**src/rtl/core/keyed_power_of_two_range_allocator_unit_macros.svh**
```systemverilog
// Assertion macros shared by the range allocator modules.
`ifndef KEYED_POWER_OF_TWO_RANGE_ALLOCATOR_UNIT_MACROS_SVH
`define KEYED_POWER_OF_TWO_RANGE_ALLOCATOR_UNIT_MACROS_SVH

`ifndef ASSERT_OFF
// Check a property on every rising clock edge outside reset.
`define KPRA_ASSERT(lbl, prop, msg) \
  lbl: assert property (@(posedge clk_i) disable iff (!rst_ni) (prop)) else $error(msg);
// Check that a condition never holds outside reset.
`define KPRA_ASSERT_NEVER(lbl, cond, msg) \
  lbl: assert property (@(posedge clk_i) disable iff (!rst_ni) !(cond)) else $error(msg);
`else
`define KPRA_ASSERT(lbl, prop, msg)
`define KPRA_ASSERT_NEVER(lbl, cond, msg)
`endif

`endif

```
**src/rtl/core/kpra_pkg.sv**
```systemverilog
// Types, widths and codes shared by the range allocator modules.
package kpra_pkg;

  localparam int unsigned START_W   = 28;
  localparam int unsigned END_W     = 29;
  localparam int unsigned KEY_W     = 48;
  localparam int unsigned CNT_W     = 16;
  localparam int unsigned IDX_W     = 17;
  localparam int unsigned SIZE_W    = 16;
  localparam int unsigned ST_W      = 3;
  localparam int unsigned GROW_W    = 25;
  localparam int unsigned CFG_W     = 29;
  localparam int unsigned CFG_IDX_W = 2;

  localparam logic [END_W-1:0]  RESET_POOL   = 29'd1048576;
  localparam logic [GROW_W-1:0] RESET_GROWTH = 25'd1048576;
  localparam logic [CFG_W-1:0]  RESET_LIMIT  = 29'd16777216;
  localparam logic [END_W-1:0]  ADDR_SPAN    = 29'h1000_0000;

  localparam logic [CFG_IDX_W-1:0] CFG_GROWTH_STEP = 2'd0;
  localparam logic [CFG_IDX_W-1:0] CFG_POOL_LIMIT  = 2'd1;

  localparam logic [ST_W-1:0] ST_NEW        = 3'd0;
  localparam logic [ST_W-1:0] ST_REUSED     = 3'd1;
  localparam logic [ST_W-1:0] ST_GROWN      = 3'd2;
  localparam logic [ST_W-1:0] ST_TOO_LARGE  = 3'd3;
  localparam logic [ST_W-1:0] ST_TABLE_FULL = 3'd4;
  localparam logic [ST_W-1:0] ST_FREE_FULL  = 3'd5;
  localparam logic [ST_W-1:0] ST_LIMIT      = 3'd6;

  typedef struct packed {
    logic [START_W-1:0] start;
    logic [END_W-1:0]   stop;
  } free_ent_t;

  typedef struct packed {
    logic            accept;
    logic            load;
    logic            oscan_run;
    logic            fsearch_start;
    logic            fsearch_run;
    logic            take_pick;
    logic            take_grow;
    logic            split_init;
    logic            split_step;
    logic            split_write;
    logic            cmp_init;
    logic            cmp_rd;
    logic            cmp_wr;
    logic            old_write;
    logic            commit;
    logic            emit;
    logic [ST_W-1:0] code;
  } cmd_t;

  typedef struct packed {
    logic too_large;
    logic oscan_done;
    logic hit;
    logic reuse_ok;
    logic empty_found;
    logic append_full;
    logic fsearch_done;
    logic found;
    logic grow_ok;
    logic split_done;
    logic split_fits;
    logic pick_real;
    logic cmp_more;
    logic need_old;
    logic out_free;
  } stat_t;

endpackage

```
**src/rtl/core/kpra_ctrl.sv**
```systemverilog
// Request sequencer of the range allocator.
`include "keyed_power_of_two_range_allocator_unit_macros.svh"

module kpra_ctrl (
  input  logic           clk_i,
  input  logic           rst_ni,
  input  logic           in_valid_i,
  output logic           in_stall_o,
  input  kpra_pkg::stat_t stat_i,
  output kpra_pkg::cmd_t  cmd_o
);
  import kpra_pkg::*;

  localparam logic [4:0] S_IDLE    = 5'd0;
  localparam logic [4:0] S_LOAD    = 5'd1;
  localparam logic [4:0] S_CHK     = 5'd2;
  localparam logic [4:0] S_OSCAN   = 5'd3;
  localparam logic [4:0] S_OCHECK  = 5'd4;
  localparam logic [4:0] S_FSEARCH = 5'd5;
  localparam logic [4:0] S_DECIDE  = 5'd6;
  localparam logic [4:0] S_SINIT   = 5'd7;
  localparam logic [4:0] S_PCOUNT  = 5'd8;
  localparam logic [4:0] S_PCHECK  = 5'd9;
  localparam logic [4:0] S_CMP     = 5'd10;
  localparam logic [4:0] S_CMPW    = 5'd11;
  localparam logic [4:0] S_OLD     = 5'd12;
  localparam logic [4:0] S_PINIT   = 5'd13;
  localparam logic [4:0] S_PWRITE  = 5'd14;
  localparam logic [4:0] S_COMMIT  = 5'd15;
  localparam logic [4:0] S_EMIT    = 5'd16;

  logic [4:0]      state_q, state_d;
  logic [ST_W-1:0] code_q, code_d;

  always_comb begin
    cmd_o      = '0;
    cmd_o.code = code_q;
    state_d    = state_q;
    code_d     = code_q;
    in_stall_o = (state_q != S_IDLE);
    unique case (state_q)
      S_IDLE: begin
        if (in_valid_i) begin
          cmd_o.accept = 1'b1;
          state_d      = S_LOAD;
        end
      end
      S_LOAD: begin
        cmd_o.load = 1'b1;
        state_d    = S_CHK;
      end
      S_CHK: begin
        if (stat_i.too_large) begin
          code_d  = ST_TOO_LARGE;
          state_d = S_EMIT;
        end else begin
          state_d = S_OSCAN;
        end
      end
      S_OSCAN: begin
        cmd_o.oscan_run = 1'b1;
        if (stat_i.oscan_done) state_d = S_OCHECK;
      end
      S_OCHECK: begin
        priority if (stat_i.reuse_ok) begin
          code_d  = ST_REUSED;
          state_d = S_EMIT;
        end else if (!stat_i.hit && !stat_i.empty_found) begin
          code_d  = ST_TABLE_FULL;
          state_d = S_EMIT;
        end else if (stat_i.append_full) begin
          code_d  = ST_FREE_FULL;
          state_d = S_EMIT;
        end else begin
          cmd_o.fsearch_start = 1'b1;
          state_d             = S_FSEARCH;
        end
      end
      S_FSEARCH: begin
        cmd_o.fsearch_run = 1'b1;
        if (stat_i.fsearch_done) state_d = S_DECIDE;
      end
      S_DECIDE: begin
        priority if (stat_i.found) begin
          cmd_o.take_pick = 1'b1;
          code_d          = ST_NEW;
          state_d         = S_SINIT;
        end else if (stat_i.grow_ok) begin
          cmd_o.take_grow = 1'b1;
          code_d          = ST_GROWN;
          state_d         = S_SINIT;
        end else begin
          code_d  = ST_LIMIT;
          state_d = S_EMIT;
        end
      end
      S_SINIT: begin
        cmd_o.split_init = 1'b1;
        state_d          = S_PCOUNT;
      end
      S_PCOUNT: begin
        if (stat_i.split_done) state_d = S_PCHECK;
        else cmd_o.split_step = 1'b1;
      end
      S_PCHECK: begin
        priority if (!stat_i.split_fits) begin
          code_d  = ST_FREE_FULL;
          state_d = S_EMIT;
        end else if (stat_i.pick_real) begin
          cmd_o.cmp_init = 1'b1;
          state_d        = S_CMP;
        end else begin
          state_d = S_OLD;
        end
      end
      S_CMP: begin
        if (stat_i.cmp_more) begin
          cmd_o.cmp_rd = 1'b1;
          state_d      = S_CMPW;
        end else begin
          state_d = S_OLD;
        end
      end
      S_CMPW: begin
        cmd_o.cmp_wr = 1'b1;
        state_d      = S_CMP;
      end
      S_OLD: begin
        cmd_o.old_write = stat_i.need_old;
        state_d         = S_PINIT;
      end
      S_PINIT: begin
        cmd_o.split_init = 1'b1;
        state_d          = S_PWRITE;
      end
      S_PWRITE: begin
        if (stat_i.split_done) state_d = S_COMMIT;
        else cmd_o.split_write = 1'b1;
      end
      S_COMMIT: begin
        cmd_o.commit = 1'b1;
        state_d      = S_EMIT;
      end
      S_EMIT: begin
        if (stat_i.out_free) begin
          cmd_o.emit = 1'b1;
          state_d    = S_IDLE;
        end
      end
      default: state_d = S_IDLE;
    endcase
  end

  always_ff @(posedge clk_i or negedge rst_ni) begin
    if (!rst_ni) begin
      state_q <= S_IDLE;
      code_q  <= ST_NEW;
    end else begin
      state_q <= state_d;
      code_q  <= code_d;
    end
  end

  `KPRA_ASSERT(a_emit_room, cmd_o.emit |-> stat_i.out_free, "result emitted over a held one")
  `KPRA_ASSERT(a_commit_then_emit, state_q == S_COMMIT |=> state_q == S_EMIT,
               "commit not followed by result")
  `KPRA_ASSERT_NEVER(a_accept_busy, cmd_o.accept && (state_q != S_IDLE), "accept while busy")

endmodule

```
**config.mk**
```make
export PLATFORM = sky130hd
export DESIGN_NAME = kpra_ctrl
export DESIGN_NICKNAME = d
export VERILOG_FILES = /design/src/rtl/core/kpra_pkg.sv /design/src/rtl/core/kpra_ctrl.sv
export VERILOG_INCLUDE_DIRS = /design/src /design/src/rtl/core
export SDC_FILE = /design/constraint.sdc
export NUM_CORES = 1
export LEC_CHECK = 0
export BUFFER_PORTS_ARGS = -buffer_cell sky130_fd_sc_hd__buf_2
export CORE_MARGIN = 3
export CORE_UTILIZATION = 51
export CTS_CLUSTER_DIAMETER = 50
export DETAILED_ROUTE_END_ITERATION = 7
export PLACE_DENSITY = 0.82
export SLEW_MARGIN = 20
export SYNTH_ARGS = -nofsm -noshare
export SYNTH_HDL_FRONTEND = slang
export SYNTH_SLANG_ARGS = --single-unit
```
**constraint.sdc**
```tcl
create_clock -name clk_i -period 3.68 [get_ports clk_i]
set_clock_uncertainty 0.1 [all_clocks]
set_input_delay 0.552 -clock clk_i [delete_from_list [all_inputs] [get_ports clk_i]]
set_output_delay 0.552 -clock clk_i [all_outputs]
set_load 0.01 [all_outputs]
```
==> key figures <==
Die
  – Die height: roughly 48 µm
  – Die Wd: approximately 48 µm
  – Initial Utilization: 0.577
  – Site Rows: 14
  – Core footprint: between 0.0015 and 0.002 mm²
  – Die area: ~0.0023 mm²
  – Ports: 38

STA
  – Final Cycle Share: 0.703
  – Final hold vios: 0
  – Final TNS setup: 0 ns
  – # setup viols final: 0
  – RSZ-0062 raised after global routing: false
  – Final worst slack: between 1 and 1.5 ns
  – Period minus WS final: 2.59 ns
  – Measured slew at the worst slew-check pin: around 0.77 ns
  – Rel. slew slack: 0.487
  – Highest clock rate: 386 MHz
  – Max-slew violation count: 0
  – Final hold slack: ~0.030 ns

Pwr
  – Switching Fraction: 0.484
  – Final Power: 681 µW
  – Psw: 330 µW
  – Power per Cell Area: 615 mW/mm²
  – Sequential Power Share: 0.311
  – Leakage: 0.557 nW
  – Worst vdd ir: roughly 450 µV
  – Pint: ~350 µW
  – Clock power share: 0.095
  – Combinational power share: 0.594

GRT
  – GR Util All Layers: 0.231
  – Vias in the first global route: 966
  – First-pass GRT wire length: 4400 µm
  – Pin count of the biggest net entering global routing: 24
  – Global route overflow: 0
  – Initial antenna violation count: 0

Placement
  – DP Area: 0.00108 mm²
  – Placed insts: 174
  – Port Buffer Count: 37
  – Detail Placement HPWL: 1960 µm
  – RD Place Congestion: ~0.86
  – Pre-CTS setup slack: approximately 1.4 ns

Synthesis
  – Yosys warns: 0
  – Share of the synthesized area in the top cell type: 0.218
  – Most frequent cell after synthesis: nor2_1
  – Register area share after synthesis: 0.218
  – Cell taking the most area after synthesis: dfrtp_1
  – Cells after synthesis: 121
  – Async set or reset register ratio after synthesis: 1.00
  – Post-synth EDFFs: 0
  – Synthesized area per cell: 7.60 µm²
  – FF+latch count, synth: 8
  – Post-synth top cells: 16 x nor2_1, 11 x nand2_1, 11 x nor3_1
  – Largest cells by area after synthesis: dfrtp_1 22%, nor2_1 6.5%, nor3_1 6.0%
  – Mapped Nets: roughly 140
  – Synthesized area: 920 µm²
  – Top_reg_cell synth: dfrtp_1
  – Yosys cell types: 41

Worst setup path
  – Setup CP Type: flip-flop to output port
  – CP max FO: 18
  – Startpoint Class: flip-flop
  – Reg-to-Reg Start: state_q[2]$_DFFE_PN0P_
  – Crit path from: state_q[1]$_DFFE_PN0P_
  – Arrival @ worst endpoint: 1.94 ns
  – Req. time, crit path: 3.03 ns
  – Worst Setup End Kind: output port

Final layout
  – Fin nets: around 170
  – Ant diodes: 0
  – Area added between synthesis and finish: 20.4%
  – Layout cell share with drive strength beyond 1: 0.327
  – Util after Layout: 0.695
  – Final Cell Area: 0.00111 mm²
  – Final non-filler cell total: 177

Detailed routing
  – Drt total wl: 2500 µm
  – Met3 WL: between 150 and 200 µm
  – Post-DR vias/cell: approximately 5.8
  – Remaining routing DRC violations: 0
  – Met1 WL: 1060 µm
  – Routed vias: 1028
  – Uppermost layer routed: met4
  – Met2 wire length: 1220 µm
  – Post-DRT Antenna Nets: 0
  – Routed length per placed instance: roughly 14 µm
  – DR pass1 iterations: 4
  – 1st-iter DRT viols: 27

Clock network
  – Clk_lat worst skew: between 0.2 and 0.3 ns
  – CTS root buffer: clkbuf_4
  – CTS tree: built
  – CTS Sinks: 8
  – Postcts setup bufs: 0
  – Post-CTS Resized: 0
  – Cts hold-fix bufs: 0
  – H-tree levels: 1
  – CTS max path bufs: 2
  – Clock transition at path regs: around 0.05 ns
  – Total CTS buffers: 3

Run status
  – Outcome: finished, final reports clean

Hold path
  – Hold Crit Class: primary input to async pin

Run
  – Max cap viols: 0
[sequential cells by signal (all words and copies together), names as in the netlist]
name / flops
state_q: 5
code_q: 3
[worst paths after layout]
check / depth (start not counted) / slack, ns / endpoint
setup / recovery: 4 / 1.09 / cmd_o[15]
hold / removal: 1 / 0.03 / code_q[0]$_DFFE_PN0P_
setup reg to reg: 5 / 1.54 / code_q[1]$_DFFE_PN0P_
hold reg to reg: 1 / 0.40 / code_q[0]$_DFFE_PN0P_
max in group asynchronous: 1 / 3.29 / state_q[0]$_DFFE_PN0P_
min in group clk_i: 1 / 0.40 / code_q[0]$_DFFE_PN0P_
[per-layer routing]
layer / global-route usage / vias up
met5: 0 / -
met4: 0.0664 / 0
met3: 0.0460 / 4
met2: 0.378 / 55
met1: 0.310 / 462
li1: - / 507
[kinds of logic (layout without fill, tap and decap cells)]
| logic type | after synthesis | count (layout) | share of synthesized area |
|---|---|---|---|
| AO/OA/AOI/OAI | 27 | 27 | 0.244 |
| XOR/XNOR | 2 | 2 | 0.0191 |
| buffers and inverters | 12 | 44 | 0.0707 |
| flip-flops | 8 | 8 | 0.218 |
| multiplexers | 1 | 1 | 0.0109 |
| AND/OR/NAND/NOR | 71 | 71 | 0.438 |
[final cells by class]
| class | count | area [µm²] |
|---|---|---|
| well taps | 24 | 30.0 |
| repair buffers | 37 | 185 |
| clock buffers | 3 | 22.5 |
| inverters | 4 | 15.0 |
| multi-input cells | 101 | 654 |
| fillers | 142 | 487 |
| flip-flops and latches | 8 | 200 |
[critical path: stages (launching register included)]
cell	delay, ns
dfrtp_1	0.59
nor3_1	0.58
nand2_1	0.20
nor2_1	0.16
buf_2	0.15
[power by group through the flow]
stage / combinational (mW) / clock [mW] / sequential [mW]
CTS: 0.401 / 0.0670 / 0.209
finish: 0.405 / 0.0645 / 0.212
detailed placement: 0.398 / 0 / 0.210
floorplan: 0.370 / 0 / 0.143
global placement: 0.391 / 0 / 0.209
global route: 0.447 / 0.0759 / 0.224
[cell usage in the layout (no fill, tap or decap), types with 2 or more instances in the layout]
cell type,instances
a211o_1,2
a21oi_1,3
a22o_1,2
a22oi_1,3
and2_1,3
and3_1,4
buf_2,37
clkbuf_4,3
dfrtp_1,8
inv_1,4
nand2_1,11
nand2b_1,6
nand3_1,2
nor2_1,16
nor2b_1,3
nor3_1,11
nor3b_1,3
nor3b_2,2
o21ai_0,5
o22a_1,2
o22ai_1,2
o311ai_0,2
or4_1,2
xor2_1,2
No activity file was read; power rests on OpenSTA's default activity.
